<file path="src/rtl/lafifo_pkg.sv">
package lafifo_pkg;

    // Field widths of the item and result channels.
    localparam int OPCODE_W = 3;
    localparam int BYTE_W   = 8;
    localparam int LEN_W    = 7;

    // Configuration port geometry: one 32-bit register at byte address 0.
    localparam int CFG_DATA_W = 32;
    localparam int CFG_ADDR_W = 3;
    localparam int CFG_IDX_W  = CFG_ADDR_W - 2;

    // Register indexes.
    localparam logic [CFG_IDX_W-1:0] REG_LINE_MODE = 1'b0;

    // Special characters.
    localparam logic [BYTE_W-1:0] LF_BYTE = 8'h0A;
    localparam logic [BYTE_W-1:0] CR_BYTE = 8'h0D;

    // Operation codes as they arrive on the item channel.
    typedef enum logic [OPCODE_W-1:0] {
        OP_PUT     = 3'd0,
        OP_GET     = 3'd1,
        OP_PEEK    = 3'd2,
        OP_GETLINE = 3'd3,
        OP_FLUSH   = 3'd4,
        OP_STATUS  = 3'd5
    } t_op;

    // Classified command passed from the front end to the back end.
    typedef struct packed {
        t_op               op;
        logic [BYTE_W-1:0] data;
        logic [LEN_W-1:0]  limit;
    } t_cmd;

    // Back-end sequencer states.
    typedef enum logic [1:0] {
        B_IDLE,
        B_RD,
        B_GL,
        B_EMIT
    } t_bstate;

endpackage

</file>
<file path="src/rtl/lafifo_out_if.sv">
interface lafifo_out_if import lafifo_pkg::*; #(
    parameter int DEPTH = 256
);
    localparam int CNT_W = $clog2(DEPTH) + 1;

    logic              valid;
    logic              ready;
    logic [BYTE_W-1:0] data_out;
    logic              data_valid;
    logic              last;
    logic [LEN_W-1:0]  line_length;
    logic [CNT_W-1:0]  fill_count;
    logic              is_empty;
    logic              is_full;
    logic [CNT_W-1:0]  lines_held;
    logic              line_ready;
    logic              overflow_flag;
    logic              underflow_flag;

    modport source (output valid, output data_out, output data_valid, output last,
                    output line_length, output fill_count, output is_empty,
                    output is_full, output lines_held, output line_ready,
                    output overflow_flag, output underflow_flag, input ready);
    modport sink   (input valid, input data_out, input data_valid, input last,
                    input line_length, input fill_count, input is_empty,
                    input is_full, input lines_held, input line_ready,
                    input overflow_flag, input underflow_flag, output ready);
endinterface

</file>
<file path="src/rtl/lafifo_back.sv">
module lafifo_back import lafifo_pkg::*; #(
    parameter int DEPTH    = 256,
    parameter int MAX_LINE = 64
) (
    input  logic         i_clk,
    input  logic         i_rst_n,
    input  logic         i_line_mode,
    input  logic         i_cmd_valid,
    input  t_cmd         i_cmd,
    output logic         o_cmd_ready,
    lafifo_out_if.source o_result
);

    localparam int AW  = $clog2(DEPTH);
    localparam int PW  = AW + 1;
    localparam int LBW = (MAX_LINE > 1) ? $clog2(MAX_LINE) : 1;
    localparam int LCW = $clog2(MAX_LINE + 1);

    // Byte store and line buffer.
    logic [BYTE_W-1:0] r_mem [DEPTH];
    logic [BYTE_W-1:0] r_lb  [MAX_LINE];
    logic [BYTE_W-1:0] r_rdata;
    logic [BYTE_W-1:0] r_lbdata;

    // Control and pointer state.
    t_bstate          r_state, n_state;
    logic [PW-1:0]    r_wp, n_wp;
    logic [PW-1:0]    r_rp, n_rp;
    logic [PW-1:0]    r_lc, n_lc;
    t_op              r_op, n_op;
    logic [LCW-1:0]   r_limit, n_limit;
    logic [LCW-1:0]   r_popped, n_popped;
    logic [LCW-1:0]   r_nbytes, n_nbytes;
    logic             r_last_cr, n_last_cr;
    logic [LCW-1:0]   r_ridx, n_ridx;
    logic             r_lbvalid, n_lbvalid;
    logic [LCW-1:0]   r_ecnt, n_ecnt;

    // Result register.
    logic              r_ovalid;
    logic [BYTE_W-1:0] r_odata;
    logic              r_odv;
    logic              r_olast;
    logic [LEN_W-1:0]  r_olen;
    logic [PW-1:0]     r_ofill;
    logic [PW-1:0]     r_olines;
    logic              r_oovf;
    logic              r_ounf;

    // Datapath controls.
    logic              out_free;
    logic [PW-1:0]     fill;
    logic              q_empty;
    logic              q_full;
    logic [PW-1:0]     n_fill;
    logic              mem_we;
    logic              mem_re;
    logic [AW-1:0]     mem_raddr;
    logic              lb_we;
    logic              lb_re;
    logic              gl_is_lf;
    logic              gl_stop;
    logic              em_consume;
    logic              em_last;
    logic              em_done;
    logic              res_load;
    logic [BYTE_W-1:0] res_data;
    logic              res_dv;
    logic              res_last;
    logic [LEN_W-1:0]  res_len;
    logic              res_ovf;
    logic              res_unf;

    assign out_free = !r_ovalid || o_result.ready;
    assign fill     = r_wp - r_rp;
    assign q_empty  = (fill == '0);
    assign q_full   = (fill == PW'(DEPTH));
    assign n_fill   = n_wp - n_rp;

    // Get-line scan: stop at a line-mode line feed, the limit or an empty queue.
    assign gl_is_lf = i_line_mode && (r_rdata == LF_BYTE);
    assign gl_stop  = gl_is_lf || (LCW'(r_popped + LCW'(1)) == r_limit) ||
                      (PW'(r_rp + PW'(1)) == r_wp);

    // Line emission handshake.
    assign em_consume = r_lbvalid && out_free;
    assign em_last    = (LCW'(r_ecnt + LCW'(1)) == r_nbytes);
    assign em_done    = ((r_nbytes == '0) && out_free) || (em_consume && em_last);

    assign o_cmd_ready = (r_state == B_IDLE) && out_free;

    // Next state.
    always_comb begin
        n_state = r_state;
        case (r_state)
            B_IDLE: begin
                if (i_cmd_valid && out_free) begin
                    case (i_cmd.op)
                        OP_GET, OP_PEEK: begin
                            if (!q_empty) n_state = B_RD;
                        end
                        OP_GETLINE: begin
                            if (!q_empty && (i_cmd.limit != '0)) n_state = B_GL;
                        end
                        default: n_state = B_IDLE;
                    endcase
                end
            end
            B_RD: begin
                if (out_free) n_state = B_IDLE;
            end
            B_GL: begin
                if (gl_stop) n_state = B_EMIT;
            end
            B_EMIT: begin
                if (em_done) n_state = B_IDLE;
            end
            default: n_state = B_IDLE;
        endcase
    end

    // Datapath and result generation.
    always_comb begin
        n_wp      = r_wp;
        n_rp      = r_rp;
        n_lc      = r_lc;
        n_op      = r_op;
        n_limit   = r_limit;
        n_popped  = r_popped;
        n_nbytes  = r_nbytes;
        n_last_cr = r_last_cr;
        n_ridx    = r_ridx;
        n_lbvalid = r_lbvalid;
        n_ecnt    = r_ecnt;
        mem_we    = 1'b0;
        mem_re    = 1'b0;
        mem_raddr = r_rp[AW-1:0];
        lb_we     = 1'b0;
        lb_re     = 1'b0;
        res_load  = 1'b0;
        res_data  = '0;
        res_dv    = 1'b0;
        res_last  = 1'b1;
        res_len   = '0;
        res_ovf   = 1'b0;
        res_unf   = 1'b0;
        case (r_state)
            B_IDLE: begin
                if (i_cmd_valid && out_free) begin
                    n_op    = i_cmd.op;
                    n_limit = LCW'(i_cmd.limit);
                    case (i_cmd.op)
                        OP_PUT: begin
                            res_load = 1'b1;
                            if (q_full) begin
                                res_ovf = 1'b1;
                            end else begin
                                mem_we = 1'b1;
                                n_wp   = r_wp + PW'(1);
                                if (i_line_mode && (i_cmd.data == LF_BYTE) &&
                                    (r_lc < PW'(DEPTH))) begin
                                    n_lc = r_lc + PW'(1);
                                end
                            end
                        end
                        OP_GET, OP_PEEK: begin
                            if (q_empty) begin
                                res_load = 1'b1;
                                res_unf  = 1'b1;
                            end else begin
                                mem_re = 1'b1;
                                if (i_cmd.op == OP_GET) n_rp = r_rp + PW'(1);
                            end
                        end
                        OP_GETLINE: begin
                            if (q_empty || (i_cmd.limit == '0)) begin
                                res_load = 1'b1;
                            end else begin
                                mem_re    = 1'b1;
                                n_popped  = '0;
                                n_nbytes  = '0;
                                n_last_cr = 1'b0;
                            end
                        end
                        OP_FLUSH: begin
                            res_load = 1'b1;
                            n_wp     = '0;
                            n_rp     = '0;
                            n_lc     = '0;
                        end
                        default: res_load = 1'b1;
                    endcase
                end
            end
            B_RD: begin
                if (out_free) begin
                    res_load = 1'b1;
                    res_data = r_rdata;
                    res_dv   = 1'b1;
                    if ((r_op == OP_GET) && i_line_mode && (r_rdata == LF_BYTE) &&
                        (r_lc != '0)) begin
                        n_lc = r_lc - PW'(1);
                    end
                end
            end
            B_GL: begin
                // Pop the byte read last cycle and read ahead at the next slot.
                n_rp      = r_rp + PW'(1);
                n_popped  = r_popped + LCW'(1);
                mem_re    = 1'b1;
                mem_raddr = n_rp[AW-1:0];
                if (gl_is_lf) begin
                    if (r_lc != '0) n_lc = r_lc - PW'(1);
                    // A carriage return right before the line feed is dropped.
                    if ((r_nbytes != '0) && r_last_cr) n_nbytes = r_nbytes - LCW'(1);
                end else begin
                    lb_we     = 1'b1;
                    n_nbytes  = r_nbytes + LCW'(1);
                    n_last_cr = (r_rdata == CR_BYTE);
                end
                n_ridx    = '0;
                n_lbvalid = 1'b0;
                n_ecnt    = '0;
            end
            B_EMIT: begin
                if (r_nbytes == '0) begin
                    res_load = out_free;
                end else begin
                    if (em_consume) begin
                        res_load = 1'b1;
                        res_data = r_lbdata;
                        res_dv   = 1'b1;
                        res_last = em_last;
                        res_len  = em_last ? LEN_W'(r_nbytes) : '0;
                        n_ecnt   = r_ecnt + LCW'(1);
                    end
                    if ((r_ridx != r_nbytes) && (!r_lbvalid || out_free)) begin
                        lb_re     = 1'b1;
                        n_ridx    = r_ridx + LCW'(1);
                        n_lbvalid = 1'b1;
                    end else if (em_consume) begin
                        n_lbvalid = 1'b0;
                    end
                end
            end
            default: ;
        endcase
    end

    // Byte store: one write port, one registered read port.
    always_ff @(posedge i_clk) begin
        if (mem_we) begin
            r_mem[r_wp[AW-1:0]] <= i_cmd.data;
        end
        if (mem_re) begin
            r_rdata <= r_mem[mem_raddr];
        end
    end

    // Line buffer: filled during the scan, drained during emission.
    always_ff @(posedge i_clk) begin
        if (lb_we) begin
            r_lb[r_nbytes[LBW-1:0]] <= r_rdata;
        end
        if (lb_re) begin
            r_lbdata <= r_lb[r_ridx[LBW-1:0]];
        end
    end

    // Control state.
    always_ff @(posedge i_clk) begin
        if (!i_rst_n) begin
            r_state   <= B_IDLE;
            r_wp      <= '0;
            r_rp      <= '0;
            r_lc      <= '0;
            r_lbvalid <= 1'b0;
            r_ovalid  <= 1'b0;
        end else begin
            r_state   <= n_state;
            r_wp      <= n_wp;
            r_rp      <= n_rp;
            r_lc      <= n_lc;
            r_lbvalid <= n_lbvalid;
            if (res_load) begin
                r_ovalid <= 1'b1;
            end else if (o_result.ready) begin
                r_ovalid <= 1'b0;
            end
        end
    end

    // Per-item working registers and result payload.
    always_ff @(posedge i_clk) begin
        r_op      <= n_op;
        r_limit   <= n_limit;
        r_popped  <= n_popped;
        r_nbytes  <= n_nbytes;
        r_last_cr <= n_last_cr;
        r_ridx    <= n_ridx;
        r_ecnt    <= n_ecnt;
        if (res_load) begin
            r_odata  <= res_data;
            r_odv    <= res_dv;
            r_olast  <= res_last;
            r_olen   <= res_len;
            r_ofill  <= n_fill;
            r_olines <= n_lc;
            r_oovf   <= res_ovf;
            r_ounf   <= res_unf;
        end
    end

    assign o_result.valid          = r_ovalid;
    assign o_result.data_out       = r_odata;
    assign o_result.data_valid     = r_odv;
    assign o_result.last           = r_olast;
    assign o_result.line_length    = r_olen;
    assign o_result.fill_count     = r_ofill;
    assign o_result.is_empty       = (r_ofill == '0);
    assign o_result.is_full        = (r_ofill == PW'(DEPTH));
    assign o_result.lines_held     = r_olines;
    assign o_result.line_ready     = (r_olines != '0);
    assign o_result.overflow_flag  = r_oovf;
    assign o_result.underflow_flag = r_ounf;

endmodule

</file>
<file path="src/flat_wrapper.sv">
// flat-port wrapper written by rule: the top's interface ports become plain ports
module lafifo_back_flat import lafifo_pkg::*;
#(
    parameter int DEPTH    = 256,
    parameter int MAX_LINE = 64
)
  (i_clk, i_rst_n, i_line_mode, i_cmd_valid, i_cmd, o_cmd_ready, o_result_valid, o_result_data_out, o_result_data_valid, o_result_last, o_result_line_length, o_result_fill_count, o_result_is_empty, o_result_is_full, o_result_lines_held, o_result_line_ready, o_result_overflow_flag, o_result_underflow_flag, o_result_ready);
  lafifo_out_if #(.DEPTH(DEPTH)) o_result_i ();
  input  logic i_clk;
  input  logic i_rst_n;
  input  logic i_line_mode;
  input  logic i_cmd_valid;
  input  t_cmd i_cmd;
  output logic o_cmd_ready;
  output wire logic [$bits(o_result_i.valid)-1:0] o_result_valid;
  output wire logic [$bits(o_result_i.data_out)-1:0] o_result_data_out;
  output wire logic [$bits(o_result_i.data_valid)-1:0] o_result_data_valid;
  output wire logic [$bits(o_result_i.last)-1:0] o_result_last;
  output wire logic [$bits(o_result_i.line_length)-1:0] o_result_line_length;
  output wire logic [$bits(o_result_i.fill_count)-1:0] o_result_fill_count;
  output wire logic [$bits(o_result_i.is_empty)-1:0] o_result_is_empty;
  output wire logic [$bits(o_result_i.is_full)-1:0] o_result_is_full;
  output wire logic [$bits(o_result_i.lines_held)-1:0] o_result_lines_held;
  output wire logic [$bits(o_result_i.line_ready)-1:0] o_result_line_ready;
  output wire logic [$bits(o_result_i.overflow_flag)-1:0] o_result_overflow_flag;
  output wire logic [$bits(o_result_i.underflow_flag)-1:0] o_result_underflow_flag;
  input wire logic [$bits(o_result_i.ready)-1:0] o_result_ready;
  assign o_result_valid = o_result_i.valid;
  assign o_result_data_out = o_result_i.data_out;
  assign o_result_data_valid = o_result_i.data_valid;
  assign o_result_last = o_result_i.last;
  assign o_result_line_length = o_result_i.line_length;
  assign o_result_fill_count = o_result_i.fill_count;
  assign o_result_is_empty = o_result_i.is_empty;
  assign o_result_is_full = o_result_i.is_full;
  assign o_result_lines_held = o_result_i.lines_held;
  assign o_result_line_ready = o_result_i.line_ready;
  assign o_result_overflow_flag = o_result_i.overflow_flag;
  assign o_result_underflow_flag = o_result_i.underflow_flag;
  assign o_result_i.ready = o_result_ready;
  lafifo_back #(.DEPTH(DEPTH), .MAX_LINE(MAX_LINE)) u_core (.i_clk(i_clk), .i_rst_n(i_rst_n), .i_line_mode(i_line_mode), .i_cmd_valid(i_cmd_valid), .i_cmd(i_cmd), .o_cmd_ready(o_cmd_ready), .o_result(o_result_i));
endmodule
</file>
<file path="config.mk">
export PLATFORM = sky130hd
export DESIGN_NAME = lafifo_back_flat
export DESIGN_NICKNAME = d
export VERILOG_FILES = /design/src/rtl/lafifo_pkg.sv /design/src/rtl/lafifo_out_if.sv /design/src/rtl/lafifo_back.sv /design/src/flat_wrapper.sv
export SDC_FILE = /design/constraint.sdc
export NUM_CORES = 2
export LEC_CHECK = 0
export BUFFER_PORTS_ARGS = -buffer_cell sky130_fd_sc_hd__buf_2
export CORE_UTILIZATION = 55
export DETAILED_ROUTE_END_ITERATION = 8
export PLACE_DENSITY_LB_ADDON = 0.12
export SYNTH_ARGS = -nofsm -noshare
export SYNTH_HDL_FRONTEND = slang
export SYNTH_SLANG_ARGS = --single-unit
</file>
<file path="constraint.sdc">
create_clock -name i_clk -period 4.56 [get_ports i_clk]
set_input_delay 0.228 -clock i_clk [delete_from_list [all_inputs] [get_ports i_clk]]
set_output_delay 0.228 -clock i_clk [all_outputs]
set_load 0.01 [all_outputs]
</file>
## Word level (Yosys, flattened, before mapping)

Memories as Yosys holds them, arrays and structs flattened. A register that Yosys moved wholly into a read port is not among the register bits.
Index checks and enable logic that the tools add are counted.

- Reduce and logical (&&, ||, !) cells: 49
- Magnitude comparators: 1
- Equal/unequal tests: 31
- Multiplexer cells: 84
- Bitwise gates (word level): 3
- Add/subtract/negate cells: 11

Operators by type and width:

| operator | count |
|---|---|
| 9-bit 2-to-1 mux | 13 |
| 9-bit case mux with 2 select lines | 4 |
| 7-bit 2-to-1 mux | 9 |
| 7-bit case mux with 2 select lines | 4 |
| 1-bit 2-to-1 mux | 33 |
| 8-bit 2-to-1 mux | 4 |
| 7-bit by 1-bit adder with 7-bit output (second input constant) | 4 |
| 9-bit by 1-bit adder with 9-bit output (second input constant) | 3 |
| 9-bit case mux with 3 select lines | 1 |
| 8-bit by 4-bit equality test with 1-bit output (second input constant) | 3 |
| 9-bit equality test (second input constant) | 2 |
| 9-bit zero test | 2 |
| 9-bit nonzero test | 2 |
| 9-bit subtractor | 2 |
| 8-bit case mux with 2 select lines | 1 |
| 3-bit AND reduction | 5 |
| 7-bit equality test | 2 |
| 1-bit logical AND | 14 |
| 7-bit zero test | 2 |
| 7-bit nonzero test | 2 |
| 2-bit 2-to-1 mux | 6 |
| 1-bit case mux with 2 select lines | 6 |
| 2-bit by 1-bit != test with 1-bit output (second input constant) | 5 |
| 2-bit != test (second input constant) | 5 |
| other kinds (28) | 45 |

- Output and inout port bits: 42
- Flip-flop bits (word level): 107
- Memory bits (writable): 2560
- Bits of input ports: 23
- Logic and storage cells: 202
- Memories: 2

Memories:

| memory | depth | width | rd ports | clocked after memory_dff | write ports | line | text |
|---|---|---|---|---|---|---|---|
| u_core.r_mem | 256 | 8 | 1 | 1 | 1 | lafifo_back.sv:20 | `logic [BYTE_W-1:0] r_mem [DEPTH];` |
| u_core.r_lb | 64 | 8 | 1 | 1 | 1 | lafifo_back.sv:21 | `logic [BYTE_W-1:0] r_lb [MAX_LINE];` |

## Longest topological paths before layout

- Depth in word-level cells: 8
- Depth in mapped cells: 23
- Gate-level depth less buffers: 21

## Worst setup path after synthesis

OpenSTA, ideal clock, no wires.

- Path type: register to register
- Start: register u_core.r_nbytes[5]
- End: register u_core.r_odata[0], in the netlist u_core.o_result.data_out[0], enable pin
- Cell stages (with the launch flop): 8
- Clock period less this slack: 4.756 ns
- Setup time: 0.483 ns
- Slack: -0.196 ns
- Arrival: 4.274 ns
- Data required time: 4.077 ns
- Path buffers: 2
- Cells stage by stage: edfxtp_1 > clkbuf_1 > or3_1 > clkbuf_1 > or3_1 > nand2_1 > nor2_1 > o21ai_0

- Longest elaborated chain between the ends: 3

RTL lines:

| item | line | text |
|---|---|---|
| start: declaration | lafifo_back.sv:33 | `logic [LCW-1:0] r_nbytes, n_nbytes;` |
| start signal: assignment | lafifo_back.sv:298 | `r_nbytes <= n_nbytes;` |
| 7-bit zero test | lafifo_back.sv:226 | `if (r_nbytes == '0) begin` |
| 1-bit 2-to-1 mux | lafifo_back.sv:226 |  |
| 1-bit case mux with 3 select lines | lafifo_back.sv:147 | `case (r_state)` |
| net u_core.res_load | lafifo_back.sv:66 | `logic res_load;` |
| end signal: assignment | lafifo_back.sv:303 | `r_odata <= res_data;` |
| end: declaration | lafifo_back.sv:41 | `logic [BYTE_W-1:0] r_odata;` |

The timed path passes the listed nets, and every way through them passes these cells.
A chain may end at the register's enable or synchronous reset.

## Final worst setup path

- Start: register u_core.r_rp[1]
- End: register u_core.r_rdata[7] (read register of u_core.r_mem), data pin

- Longest elaborated chain between the ends: 7
- Elaborated cells between the ends (all ways): 10
- Classes of those cells: add/sub: 2; mux: 6; reduce/logical: 2

RTL lines:

| item | line | text |
|---|---|---|
| start: declaration | lafifo_back.sv:28 | `logic [PW-1:0] r_rp, n_rp;` |
| start signal: assignment | lafifo_back.sv:282 | `r_rp <= n_rp;` |
| 9-bit subtractor | lafifo_back.sv:75 | `assign fill = r_wp - r_rp;` |
| 9-bit zero test | lafifo_back.sv:76 | `assign q_empty = (fill == '0);` |
| 1-bit logical OR | lafifo_back.sv:176 | `if (q_empty \|\| (i_cmd.limit == '0)) begin` |
| 1-bit 2-to-1 mux | lafifo_back.sv:176 |  |
| 1-bit case mux with 2 select lines | lafifo_back.sv:152 | `case (i_cmd.op)` |
| 1-bit 2-to-1 mux | lafifo_back.sv:149 | `if (i_cmd_valid && out_free) begin` |
| 1-bit case mux with 2 select lines | lafifo_back.sv:147 |  |
| end: declaration | lafifo_back.sv:22 | `logic [BYTE_W-1:0] r_rdata;` |

Several ways; a longest one is shown, not always the timed one.

==> impl_metrics.py <==
metrics = {
    "layout": {
        "layout-drive-gt1-share_pct": 27.16,
        "nets": 6327,
        "utilization_pct": 63.89,
        "areaGrowthSynthToFinish_pct": 15.00,
        "fillers": 13280,
        "multi_input_area_sq_um": 25690,
        "final-seq-area_sq_um": 80260,
    },
    "global_routing": {
        "grt_overflow": 0,
        "grt_max_degree": 209,
        "grt_pass1_wl_um": 416900,
        "grt_pass1_vias": 57660,
        "track_usage_pct": 29.63,
        "antenna_found_initial": 11,
    },
    "synthesis": {
        "synth_xor_area_share_pct": 0.6987,
        "synth_cell_type_count": 95,
        "synth.net_count": 5671,
        "synthFlopType": "edfxtp_1",
        "yosysMostFrequentCell": "edfxtp_1",
        "synth_compound_area_share_pct": 2.398,
        "synthMuxAreaShare_pct": 14.58,
        "ys_seq_area_share_pct": 74.70,
        "yosys_warnings": 0,
        "post_synth_and_or_nand_nor_area_fraction_pct": 5.594,
        "synth_top_family_by_area": "multiplexers",
        "synth_area_leaders": "edfxtp_1 (74%), mux4_2 (14%), nand2_1 (1.6%)",
        "ys_top_cells_by_count": "edfxtp_1 (2652), mux4_2 (659), nand2_1 (471)",
        "synth_cells": 5614,
        "synth_seq_cells": 2683,
        "yosys.area.top_type": "edfxtp_1",
        "postSynthAreaPerCell_sq_um": 19.14,
        "syn_area_sq_um": 107400,
        "async_reset_ff_share_pct": 0,
        "synth_fa_ha_area_share_pct": 0.4099,
        "yosysTopAreaCellShare_pct": 74.12,
        "synth-edff-count": 2652,
    },
    "worst_hold_path": {
        "hold_depth": 2,
        "hold_class": "in -> reg",
        "min_from": "i_cmd[0]",
    },
    "drt": {
        "detail_route.wl_per_cell_um": 32.35,
        "via_per_inst": 6.476,
        "vias": 58210,
        "ant_nets": 0,
        "drc": 0,
        "routed_wl_um": 290800,
        "drtPass1Iterations": 5,
        "drtIter0Drc": 7650,
    },
    "worst_setup_path": {
        "path_max_fanout": 27,
        "reg2reg_from": "u_core.r_rp[1]",
        "rr_worst_depth": 10,
        "crit_path_start": "u_core.r_rp[1]",
        "critPathArrivalTime_ns": 5.18,
        "critPathLaunchType": "flop",
        "worstSetupPathType": "reg -> reg",
        "required_ns": 5.34,
        "endpoint_kind": "flop",
    },
    "flow_run": {
        "maxCapViolations": 1,
    },
    "pwr": {
        "p_int_uw": 41390,
        "p_leak_uw": 0.03996,
        "p_per_area_nw_per_um2": 424.7,
        "p_sw_uw": 11090,
        "p_clk_share_pct": 41.7,
        "p_comb_share_pct": 6.2,
        "switching_share_pct": 21.14,
        "irDropWorstVdd_v": 0.0003752,
        "seqPwrFrac_pct": 52.1,
        "p_total_uw": 52480,
    },
    "clock_network": {
        "cts.htree.levels": 5,
        "clk_path_buf_depth": 4,
        "clock_sinks": 2683,
        "clockRootBuffer": "clkbuf_16",
        "cts_buffers": 288,
        "clkTransAtPathRegs_ns": 0.06,
        "cts_tree": "built",
        "clkLatencyLatePin_ns": 0.93,
    },
    "floorplanning": {
        "die_h_um": 444.0,
        "core_sq_um": 193400,
        "dieArea_sq_um": 197100,
        "std_cell_rows": 161,
        "die_w_um": 444.0,
        "initial_core_util_pct": 55.56,
        "ios": 65,
    },
    "timing": {
        "finalSetupViolations": 0,
        "skew_ns": 0.05336,
        "final_max_slew_viol_count": 1,
        "hold_violations": 0,
        "fin_crit_ns": 4.399,
        "worst_pin_slew_ns": 1.492,
        "finalCritPeriodShare_pct": 96.46,
        "rsz0062_at_grt": "true",
        "holdWs_ns": 0.06352,
        "fmax_mhz": 227.3,
        "relSlewSlack_pct": -0.7599,
    },
    "status": {
        "outcome": "finished with violations",
        "violations": "capacitance limit, slew limit",
    },
    "placed_design": {
        "place.gp.congestion": 0.9194,
        "dp_hpwl_um": 185500,
        "port_buffers": 64,
    },
}
## critical path, stage by stage, from the launching register on
cell and delay, ns:
dfxtp_1 0.31, buf_4 0.17, ha_1 0.35, and3b_1 0.30, a21o_4 0.62, buf_12 0.32, buf_4 0.20, mux4_2 0.21
o221ai_1 0.16, o311ai_0 1.29, a31o_2 0.28
## layout make-up
type,count,share of cell area [%]
Tap cell,2526,2.558
Inverter,35,0.1063
Antenna cell,1,0.002025
Clock inverter,114,0.7787
Multi-Input combinational cell,2572,20.79
Timing Repair Buffer,690,4.609
Sequential cell,2683,64.96
Clock buffer,368,6.196
## what timing repair did
| item | 4_1_cts | 5_1_grt |
|---|---|---|
| hold buffers | 20 | 0 |
| setup buffers | 0 | 1 |
| pin swaps | 0 | 6 |
| endpoints found under the hold margin | 297 | 0 |
| setup endpoints to repair | 2 | 3 |
| resized for setup | 2 | 20 |
## sequential cells by signal, summed over array words and instances, names as in the netlist, 8 cells and up
| name | cells |
|---|---|
| u_core.r_lb | 512 |
| u_core.o_result.fill_count | 9 |
| u_core.r_mem | 2048 |
| u_core.o_result.lines_held | 9 |
| u_core.r_wp | 9 |
| u_core.r_lbdata | 8 |
| u_core.r_lc | 9 |
| u_core.r_rp | 9 |
| u_core.o_result.data_out | 8 |
| u_core.r_rdata | 8 |
## final timing paths
| check | endpoint | slack [ns] |
|---|---|---|
| hold reg to reg | u_core.r_rp[1] | 0.54 |
| setup reg to reg | u_core.r_rdata[7] | 0.16 |
| hold / removal | u_core.r_limit[0] | 0.06 |
| setup / recovery | u_core.r_rdata[7] | 0.16 |
## cell usage in the layout, fill, tap and decap left out, types with 17 or more instances in the layout
master         netlist  layout
edfxtp_1          2652    2652
mux4_2             659     659
buf_4               29     561
nand2_1            471     470
nor2_1             451     449
clkbuf_16            0     295
nand3_1            157     157
a21oi_1             89      85
nand4_1             75      75
mux2i_1             76      75
clkbuf_1           113      73
buf_2              141      56
clkinv_1             3      53
xnor2_1             46      45
buf_12               0      44
clkinv_2             0      39
nor3_1              41      38
inv_1               31      31
dfxtp_1             31      31
a31oi_1             31      29
xor2_1              28      28
o21ai_0             35      28
o22ai_1             27      27
ha_1                32      27
and3_1              26      26
nor4_1              23      22
and2_1              20      20
dlygate4sd3_1        0      20
or3_1               19      19
bufinv_16            0      17
## cells by family after synthesis
kind of cell | after synthesis
flops | 2683
simple gates | 1354
mux | 741
compound gates | 364
buf+inv | 359
xor+xnor | 79
fa+ha+maj | 34
## power groups by stage
stage,clock (uW),sequential [uW],combinational (uW)
finish,21900,27400,3230
detailed placement,0,27900,3220
CTS,22100,27400,3250
global placement,0,27900,3180
global route,23000,27400,3430
floorplan,0,28000,1820
## metrics by stage
stage	TNS, ns	setup slack [ns]	cell area, sq um	std cells
after floorplan	0	0.006395	107500	5614
after detailed placement	-0.01234	-0.01234	114600	8485
final	0	0.1612	123600	8989
after global placement	0	0.04580	114600	8485
after global routing	-0.03101	-0.03101	123600	8988
after CTS	0	0.01180	123500	8987
## routing by layer
| metal | track usage [%] | up-vias | wire (um) |
|---|---|---|---|
| met1 | 41.95 | 30500 | 114600 |
| met4 | 11.70 | 10 | 12510 |
| met2 | 45.63 | 3017 | 135900 |
| met5 | 0 | - | 67 |
| li1 | - | 24090 | - |
| met3 | 6.178 | 595 | 27760 |
(Power assumes the default switching activity.)
